==> config.mk <==
export PLATFORM = sky130hd
export DESIGN_NAME = glyph_cell_blend_blit_core
export DESIGN_NICKNAME = d
export VERILOG_FILES = /design/src/hw/rtl/gcb_pkg.sv /design/src/hw/rtl/gcb_place.sv /design/src/hw/rtl/gcb_blend.sv /design/src/hw/rtl/glyph_cell_blend_blit_core.sv
export SDC_FILE = /design/constraint.sdc
export NUM_CORES = 1
export LEC_CHECK = 0
export ABC_AREA = 1
export BUFFER_PORTS_ARGS = -buffer_cell sky130_fd_sc_hd__buf_2
export CORE_UTILIZATION = 60
export CTS_BUF_LIST = sky130_fd_sc_hd__clkbuf_4 sky130_fd_sc_hd__clkbuf_8 sky130_fd_sc_hd__clkbuf_16
export DETAILED_ROUTE_END_ITERATION = 10
export GPL_TIMING_DRIVEN = 1
export PLACE_DENSITY = 0.89
export SLEW_MARGIN = 0
export SYNTH_ARGS = -nofsm -noshare
export SYNTH_HDL_FRONTEND = slang
export SYNTH_SLANG_ARGS = --single-unit
==> constraint.sdc <==
create_clock -name clk -period 8.21 [get_ports clk]
set_input_delay 0.821 -clock clk [delete_from_list [all_inputs] [get_ports clk]]
set_output_delay 0.821 -clock clk [all_outputs]
set_load 0.01 [all_outputs]
==> src/hw/rtl/gcb_pkg.sv <==
package gcb_pkg;

    localparam logic [31:0] RB_MASK      = 32'h00FF_00FF;
    localparam logic [31:0] G_MASK       = 32'h0000_FF00;
    localparam logic [31:0] ALPHA_OPAQUE = 32'hFF00_0000;
    localparam logic [7:0]  FULL_COVER   = 8'd255;
    localparam logic [7:0]  NO_COVER     = 8'd0;

    localparam int IN_DATA_W  = 120;
    localparam int OUT_DATA_W = 48;

    typedef enum logic [1:0] {
        REG_CELL_WIDTH    = 2'd0,
        REG_CELL_HEIGHT   = 2'd1,
        REG_CELL_BASELINE = 2'd2,
        REG_UNUSED        = 2'd3
    } reg_idx_t;

    localparam logic [7:0] CELL_WIDTH_RST    = 8'd8;
    localparam logic [7:0] CELL_HEIGHT_RST   = 8'd16;
    localparam logic [7:0] CELL_BASELINE_RST = 8'd12;

    typedef struct packed {
        logic [7:0] cell_width;
        logic [7:0] cell_height;
        logic [7:0] cell_baseline;
    } cell_cfg_t;

    // first member sits in the highest bits
    typedef struct packed {
        logic [31:0]       back_argb;
        logic [31:0]       fore_argb;
        logic signed [8:0] glyph_top;
        logic [7:0]        glyph_height;
        logic [7:0]        glyph_width;
        logic [7:0]        src_row;
        logic [7:0]        src_col;
        logic [7:0]        coverage;
    } sample_t;

    typedef struct packed {
        logic        keep;
        logic [15:0] index;
    } place_t;

    typedef struct packed {
        logic [31:0] pixel_color;
        logic [15:0] cell_index;
    } result_t;

endpackage

==> src/hw/rtl/gcb_place.sv <==
module gcb_place
(
    input  gcb_pkg::cell_cfg_t cfg,
    input  logic [7:0]         src_col,
    input  logic [7:0]         src_row,
    input  logic [7:0]         glyph_width,
    input  logic [7:0]         glyph_height,
    input  logic signed [8:0]  glyph_top,
    output gcb_pkg::place_t    place
);
    import gcb_pkg::*;

    logic [7:0]         span;
    logic [7:0]         x_off;
    logic [7:0]         room;
    logic [7:0]         vis_w;
    logic [8:0]         dcol;
    logic signed [10:0] drow;
    logic [15:0]        row_base;
    logic               keep;

    assign span  = cfg.cell_width - glyph_width;
    assign x_off = (glyph_width < cfg.cell_width) ? {1'b0, span[7:1]} : 8'd0;
    assign room  = cfg.cell_width - x_off;
    assign vis_w = (glyph_width < room) ? glyph_width : room;
    assign dcol  = {1'b0, x_off} + {1'b0, src_col};

    assign drow = $signed({3'b000, src_row}) + $signed({3'b000, cfg.cell_baseline})
                - $signed({{2{glyph_top[8]}}, glyph_top});

    assign keep = (src_col < vis_w) && (src_row < glyph_height) && !drow[10]
               && (drow[9:0] < {2'b00, cfg.cell_height});

    assign row_base = {8'd0, drow[7:0]} * {8'd0, cfg.cell_width};

    assign place.keep  = keep;
    assign place.index = keep ? (row_base + {7'd0, dcol}) : 16'd0;

endmodule

==> src/hw/rtl/gcb_blend.sv <==
module gcb_blend
(
    input  logic [7:0]  coverage,
    input  logic [31:0] fore_argb,
    input  logic [31:0] back_argb,
    output logic [31:0] pixel_color
);
    import gcb_pkg::*;

    logic [31:0] bg_rb;
    logic [31:0] bg_g;
    logic [31:0] diff_rb;
    logic [31:0] diff_g;
    logic [31:0] prod_rb;
    logic [31:0] prod_g;
    logic [31:0] mix_rb;
    logic [31:0] mix_g;

    assign bg_rb   = back_argb & RB_MASK;
    assign bg_g    = back_argb & G_MASK;
    assign diff_rb = (fore_argb & RB_MASK) - bg_rb;
    assign diff_g  = (fore_argb & G_MASK) - bg_g;

    // 32-bit wrapping products
    assign prod_rb = diff_rb * {24'd0, coverage};
    assign prod_g  = diff_g * {24'd0, coverage};

    assign mix_rb = (prod_rb >> 8) + bg_rb;
    assign mix_g  = (prod_g >> 8) + bg_g;

    always_comb
    begin
        if (coverage == NO_COVER)
        begin
            pixel_color = back_argb;
        end
        else if (coverage == FULL_COVER)
        begin
            pixel_color = fore_argb;
        end
        else
        begin
            pixel_color = (mix_rb & RB_MASK) | (mix_g & G_MASK) | ALPHA_OPAQUE;
        end
    end

endmodule

==> src/hw/rtl/glyph_cell_blend_blit_core.sv <==
// Glyph cell blend/blit: takes one glyph coverage sample per word and returns one
// colored pixel per word with its index in the character cell (row * cell_width + col);
// clipped samples come back with write_enable (m_tuser) low and zero data.
// The glyph is centered horizontally and its top row lands at cell_baseline - glyph_top.
// Words pass through two registers (input register, result register) and a new word
// is taken every cycle while the output is not stalled by m_tready; throughput is one
// word per clock then, with the color multiplies and index multiply between the registers.
// Cell registers are written through cfg_we/cfg_addr/cfg_data and should only
// change while no word is in flight.
module glyph_cell_blend_blit_core
(
    input  logic                            clk,
    input  logic                            rst_n,
    input  logic                            cfg_we,
    input  logic [1:0]                      cfg_addr,
    input  logic [7:0]                      cfg_data,
    input  logic                            s_tvalid,
    output logic                            s_tready,
    // coverage[7:0], src_col[15:8], src_row[23:16], glyph_width[31:24],
    // glyph_height[39:32], glyph_top[48:40], fore_argb[80:49], back_argb[112:81]
    input  logic [gcb_pkg::IN_DATA_W-1:0]  s_tdata,
    output logic                            m_tvalid,
    input  logic                            m_tready,
    // cell_index[15:0], pixel_color[47:16]
    output logic [gcb_pkg::OUT_DATA_W-1:0] m_tdata,
    // write_enable[0]
    output logic                            m_tuser
);
    import gcb_pkg::*;

    cell_cfg_t cfg_reg;
    logic      in_valid_reg;
    sample_t   in_reg;
    logic      out_valid_reg;
    result_t   out_reg;
    logic      out_we_reg;

    logic      out_adv;
    logic      in_adv;
    place_t    place;
    logic [31:0] blended;
    result_t   result_next;

    assign out_adv  = !out_valid_reg || m_tready;
    assign in_adv   = !in_valid_reg || out_adv;
    assign s_tready = in_adv;

    always_ff @(posedge clk or negedge rst_n)
    begin
        if (!rst_n)
        begin
            cfg_reg.cell_width    <= CELL_WIDTH_RST;
            cfg_reg.cell_height   <= CELL_HEIGHT_RST;
            cfg_reg.cell_baseline <= CELL_BASELINE_RST;
        end
        else if (cfg_we)
        begin
            unique case (reg_idx_t'(cfg_addr))
                REG_CELL_WIDTH:    cfg_reg.cell_width    <= cfg_data;
                REG_CELL_HEIGHT:   cfg_reg.cell_height   <= cfg_data;
                REG_CELL_BASELINE: cfg_reg.cell_baseline <= cfg_data;
                default:           ;
            endcase
        end
    end

    always_ff @(posedge clk or negedge rst_n)
    begin
        if (!rst_n)
        begin
            in_valid_reg  <= 1'b0;
            out_valid_reg <= 1'b0;
        end
        else
        begin
            if (in_adv)
            begin
                in_valid_reg <= s_tvalid;
            end
            if (out_adv)
            begin
                out_valid_reg <= in_valid_reg;
            end
        end
    end

    always_ff @(posedge clk)
    begin
        if (in_adv && s_tvalid)
        begin
            in_reg <= sample_t'(s_tdata[$bits(sample_t)-1:0]);
        end
        if (out_adv && in_valid_reg)
        begin
            out_reg    <= result_next;
            out_we_reg <= place.keep;
        end
    end

    gcb_place u_place
    (
        .cfg          (cfg_reg),
        .src_col      (in_reg.src_col),
        .src_row      (in_reg.src_row),
        .glyph_width  (in_reg.glyph_width),
        .glyph_height (in_reg.glyph_height),
        .glyph_top    (in_reg.glyph_top),
        .place        (place)
    );

    gcb_blend u_blend
    (
        .coverage    (in_reg.coverage),
        .fore_argb   (in_reg.fore_argb),
        .back_argb   (in_reg.back_argb),
        .pixel_color (blended)
    );

    assign result_next.cell_index  = place.index;
    assign result_next.pixel_color = place.keep ? blended : 32'd0;

    assign m_tvalid = out_valid_reg;
    assign m_tdata  = out_reg;
    assign m_tuser  = out_we_reg;

endmodule

==> flow_summary.toml, run 1 <==
[die]
dieArea_um2 = 37900
rows = 70
die_w_um = 195
initial_core_util_pct = 60.9
ios = 186
die_h_um = 195
core-area_um2 = 36500

[yosys]
ys_seq_area_share_pct = 24.8
yosysWarnings = 0
synth_area_um2 = 22300
synth_edf_count = 162
ys_async_sr_fraction_pct = 13.8
synth_nets = 3276
ys_types = 49
postSynthCellCount = 2661
ys_ff_latch = 188
synth_top_flop_cell = "edfxtp_1"
avgSynthCellArea_um2 = 8.36

[cells_and_area]
nets = 3463
fin_cells = 3331
final_common_cell = "inv_1"
layout_common_cells = "inv_1, nand2_1, nor2_1"
area_growth_pct = 11.0
final_util_pct = 67.7
largest_register_ffs = 113
fillers = 2686
final_layout_size_suffix_gt1_share_pct = 11.8

[placed_design]
gp_congestion = 0.987
place_inst = 3290
io_buffer_count = 178
place_hpwl_um = 47000

[clock_tree]
cts_tree = "built"
insertion_delay_ps = 480
path_clk_slew_ps = 70
cts.sinks = 188
cts_root_buf = "clkbuf_16"
cts_inserted_buffers = 17
htreeDepth = 4
clockBufferDepth = 2

[route]
drt_iter0_markers = 1725
num_vias = 18800
routed_via_density = 5.66
ant_nets = 0
post_drt_wl_per_cell_um = 17.7
firstDrtPassIters = 5
wl_um = 59000
post-route-drc-count = 0

[worst_setup_path]
slowest_stage = "fa_2"
worstSetupEndpointType = "flop"
worstSetupStartpointType = "flop"
crit_family = "adder cells"
critPathMaxStageDelay_ps = 700
arrival_ps = 8080
crit_type = "flop to flop"
critPathRequiredTime_ps = 8430
path_common_cell = "nand2_1"
cp_max_fo = 7
cp_num_buf_inv = 5

[status]
status = "completed"

[sta]
setup_violations = 0
min_period_ps = 7860
rsz0062_at_grt = "true"
fin_skew_ps = 23.6
slew_viol_final = 0
hold_viol = 0
worst_pin_slew_ps = 914
max_slew_margin_pct = 39.1
fmax_mhz = 127
min_period_over_period_pct = 95.7

[grt]
overflow = 0
grt_max_degree = 68
antenna_found_initial = 3
grt_pass1_wl_um = 95600
track_usage_pct = 32.4
grt_pass1_vias = 19700

[flow_run]
cap_violations = 0

[hold_path]
hold_class = "input pin to asynchronous set/reset pin"
-- routing by layer --
metal	track usage, %	wire length, um	vias up
met5	0	0	-
met4	16.3	2580	0
met3	4.98	5390	195
met2	54.5	28800	988
met1	40.7	22200	9034
li1	-	-	8620
-- final cells by class --
class | count | area, um2 | share of cell area [%]
sequential | 188 | 5520 | 22.3
inverter | 605 | 2270 | 9.20
multi-input combinational | 1813 | 14500 | 58.5
tap | 468 | 586 | 2.37
timing repair buffer | 223 | 1240 | 5.02
clock inverter | 12 | 185 | 0.749
antenna | 2 | 5.00 | 0.0203
clock buffer | 20 | 454 | 1.84
-- through the flow --
| step | hold WS [ps] | worst slack, ps | instance area (um2) | setup TNS [ps] |
|---|---|---|---|---|
| after floorplan | 447 | 800 | 22300 | 0 |
| final | 380 | 353 | 24700 | 0 |
| after global routing | 418 | -132 | 24700 | -166 |
| after CTS | 388 | 19.2 | 24500 | 0 |
| after global placement | 469 | 339 | 23800 | 0 |
| after detailed placement | 477 | 33.6 | 23800 | 0 |
-- cell usage after synthesis (16+ instances only) --
cell type	number	area (um2)
inv_1	591	2220
a21oi_1	135	676
xnor2_1	31	272
nor2_1	285	1070
dfrtp_1	22	551
nand3_1	92	460
o21bai_1	16	120
clkbuf_1	46	173
nand2_1	518	1940
nand4_1	19	119
edfxtp_1	162	4860
fa_1	265	5310
xor2_1	47	412
o21ai_0	88	440
ha_1	215	2690
-- kinds of logic (layout without fill, tap and decap cells) --
family,after synthesis,after routing,synth area share [%]
AO/OA/AOI/OAI,288,288,7.16
XOR/XNOR,78,78,3.07
adder cells (fa/ha/maj),480,480,35.9
buffers and inverters,660,860,11.2
flip-flops,188,188,24.8
other,0,2,0
AND/OR/NAND/NOR,967,967,17.9
-- final timing paths --
kind	start	slack [ps]	end	cells after the start
setup / recovery	in_reg[82]	350	m_tdata[39]	39
hold / removal	rst_n	380	cfg_reg[20]	1
setup reg to reg	in_reg[82]	350	m_tdata[39]	39
hold reg to reg	cfg_reg[13]	490	cfg_reg[13]	2
max in group asynchronous	rst_n	7400	m_tvalid	1
min in group clk	cfg_reg[13]	490	cfg_reg[13]	2
-- repair_timing --
action / CTS / global route
hold buffers: 0 / 0
hold endpoints to repair: 0 / 0
endpoints found under the setup margin: 0 / 40
setup buffers: 0 / 7
gates resized for setup: 0 / 49
Power of run 1 is left out: the tool's default activity adds up to more than one toggle a clock period on the data nets, which glitch-free logic cannot reach.
==> run 2: changes to the inputs <==
--- a/config.mk
+++ b/config.mk
@@ -5,7 +5,7 @@
 export SDC_FILE = /design/constraint.sdc
 export NUM_CORES = 1
 export LEC_CHECK = 0
-export ABC_AREA = 1
+export ABC_AREA = 0
 export BUFFER_PORTS_ARGS = -buffer_cell sky130_fd_sc_hd__buf_2
 export CORE_UTILIZATION = 60
 export CTS_BUF_LIST = sky130_fd_sc_hd__clkbuf_4 sky130_fd_sc_hd__clkbuf_8 sky130_fd_sc_hd__clkbuf_16
==> flow_summary.toml, run 2 <==
[status]
status = "completed"

[yosys]
ys_seq_area_share_pct = 25.4
synth_area_um2 = 21700
ys_async_sr_fraction_pct = 13.8
synth_top_area_share_pct = 24.5
avgSynthCellArea_um2 = 9.97
synth_top_flop_cell = "edfxtp_1"
ys_ff_latch = 188
ys_types = 72
ys_top_cells_by_count = "inv_1, fa_1, ha_1, nand2_1, edfxtp_1"
post-synth-top-count-cell = "inv_1"
yosysWarnings = 0
synth_edf_count = 162
synth_nets = 2792
synth_area_leaders = "fa_1, edfxtp_1, ha_1"
postSynthCellCount = 2177
yosys.area.top_type = "fa_1"

[sta]
worst_pin_slew_ps = 1280
rsz0062_at_grt = "true"
fmax_mhz = 124
slew_viol_final = 0
hold_viol = 0
setup_violations = 0
timing.setup.tns_ps = 0
min_period_ps = 8050
fin_skew_ps = 18.7
max_slew_margin_pct = 14.5
min_period_over_period_pct = 98.1

[worst_setup_path]
path_common_cell = "fa_1"
slowest_stage = "fa_1"
arrival_ps = 8350
critPathMaxStageDelay_ps = 550
crit_type = "flop to flop"
worstSetupEndpointType = "flop"
worstSetupStartpointType = "flop"
cp_max_fo = 5
critPathRequiredTime_ps = 8510

[cells_and_area]
largest_register_ffs = 113
layout_common_cells = "inv_1, fa_1, nand2_1"
final_common_cell = "inv_1"
area_growth_pct = 17.3
nets = 3119
final_layout_size_suffix_gt1_share_pct = 21.1

[placed_design]
gp_congestion = 0.937
place_hpwl_um = 42800
io_buffer_count = 178

[route]
firstDrtPassIters = 7
wl_um = 55800
post_drt_wl_per_cell_um = 18.7
routed_via_density = 5.75
post-route-drc-count = 0
ant_nets = 0
drt_iter0_markers = 1139
num_vias = 17100

[die]
dieArea_um2 = 36900
die_w_um = 192
core-area_um2 = 35600
ios = 186
rows = 69
die_h_um = 192
initial_core_util_pct = 61.0

[clock_tree]
insertion_delay_ps = 480
htreeDepth = 4
hold_buffers = 0
cts.sinks = 188
cts_tree = "built"
clockBufferDepth = 2
cts_inserted_buffers = 17
path_clk_slew_ps = 80
cts_root_buf = "clkbuf_16"

[grt]
track_usage_pct = 31.6
overflow = 0
grt_pass1_vias = 18800
grt_pass1_wl_um = 90500
grt_max_degree = 60
antenna_found_initial = 3

[flow_run]
cap_violations = 0

[hold_path]
hold_class = "input pin to asynchronous set/reset pin"
run 2: cell types whose count changed after synthesis, moves of 21 or more:
cell,previous run,this run
a21oi_1,135,95
o21ai_0,88,37
nand2b_1,0,21
nor2b_1,0,32
and2_1,5,154
nor2_1,285,91
mux2_2,0,28
nand2_1,518,207
nand3_1,92,21
inv_1,591,404
xnor2_1,31,73
a21o_1,7,41
run 2: routing by layer:
metal | global-route usage, % | wire length [um]
met5 | 0 | 15
met4 | 14.5 | 2330
met3 | 5.97 | 3770
met2 | 56.1 | 28800
met1 | 36.7 | 20900
run 2: critical path, delay by kind of cell, from the launching register on:
kind	cells	cell delay, ps
adder cells (fa/ha/maj)	8	3340
AO/OA/AOI/OAI	13	2120
AND/OR/NAND/NOR	9	1190
buffers and inverters	7	660
flip-flops	1	420
XOR/XNOR	1	160
run 2: through the flow:
stage | instances | utilization, % | cell area [um2] | setup WS [ps] | hold WS, ps
global placement | 2925 | 68.0 | 24200 | -335 | 467
finish | 2981 | 71.5 | 25400 | 160 | 357
floorplan | 2177 | - | 21700 | 41.8 | 449
global route | 2979 | 71.5 | 25400 | -219 | 395
detailed placement | 2925 | 68.0 | 24200 | -579 | 499
CTS | 2965 | 70.3 | 25000 | 5.33 | 347
run 2: final cells by class:
cell class | count | area [um2]
multi-input combinational | 1531 | 14900
fill | 2340 | 10100
sequential | 188 | 5520
timing repair buffer | 362 | 2300
inverter | 404 | 1520
tap | 461 | 577
clock buffer | 19 | 475
clock inverter | 13 | 134
antenna | 3 | 7.51
run 2: timing repair:
| action | in CTS | in global routing |
|---|---|---|
| setup endpoints to repair | 8 | 13 |
| pin swaps | 39 | 55 |
| setup buffers | 9 | 13 |
| gates resized for setup | 42 | 80 |
run 2: final timing paths:
path,slack (ps),start,depth (start not counted),to
worst max-delay path,160,in_reg[50],38,m_tdata[39]
worst min-delay path,360,rst_n,1,cfg_reg[7]
worst max register to register,160,in_reg[50],38,m_tdata[39]
worst min register to register,520,cfg_reg[6],1,cfg_reg[6]
max in group asynchronous,7450,rst_n,1,cfg_reg[16]
min in group clk,520,s_tdata[1],1,in_reg[1]
run 2: logic make-up (layout without fill, tap and decap cells):
group	count (synthesis)	after routing	synth area share (%)
adders and majority gates	480	480	36.8
AOI/OAI and AO/OA	317	317	10.1
and+or+nand+nor	603	603	14.0
xor gates and xnor gates	101	101	4.08
DFF	188	188	25.4
muxes	30	30	1.55
other	0	3	0
buffers and inverters	458	798	7.97
Power of run 2 is left out for the same reason.
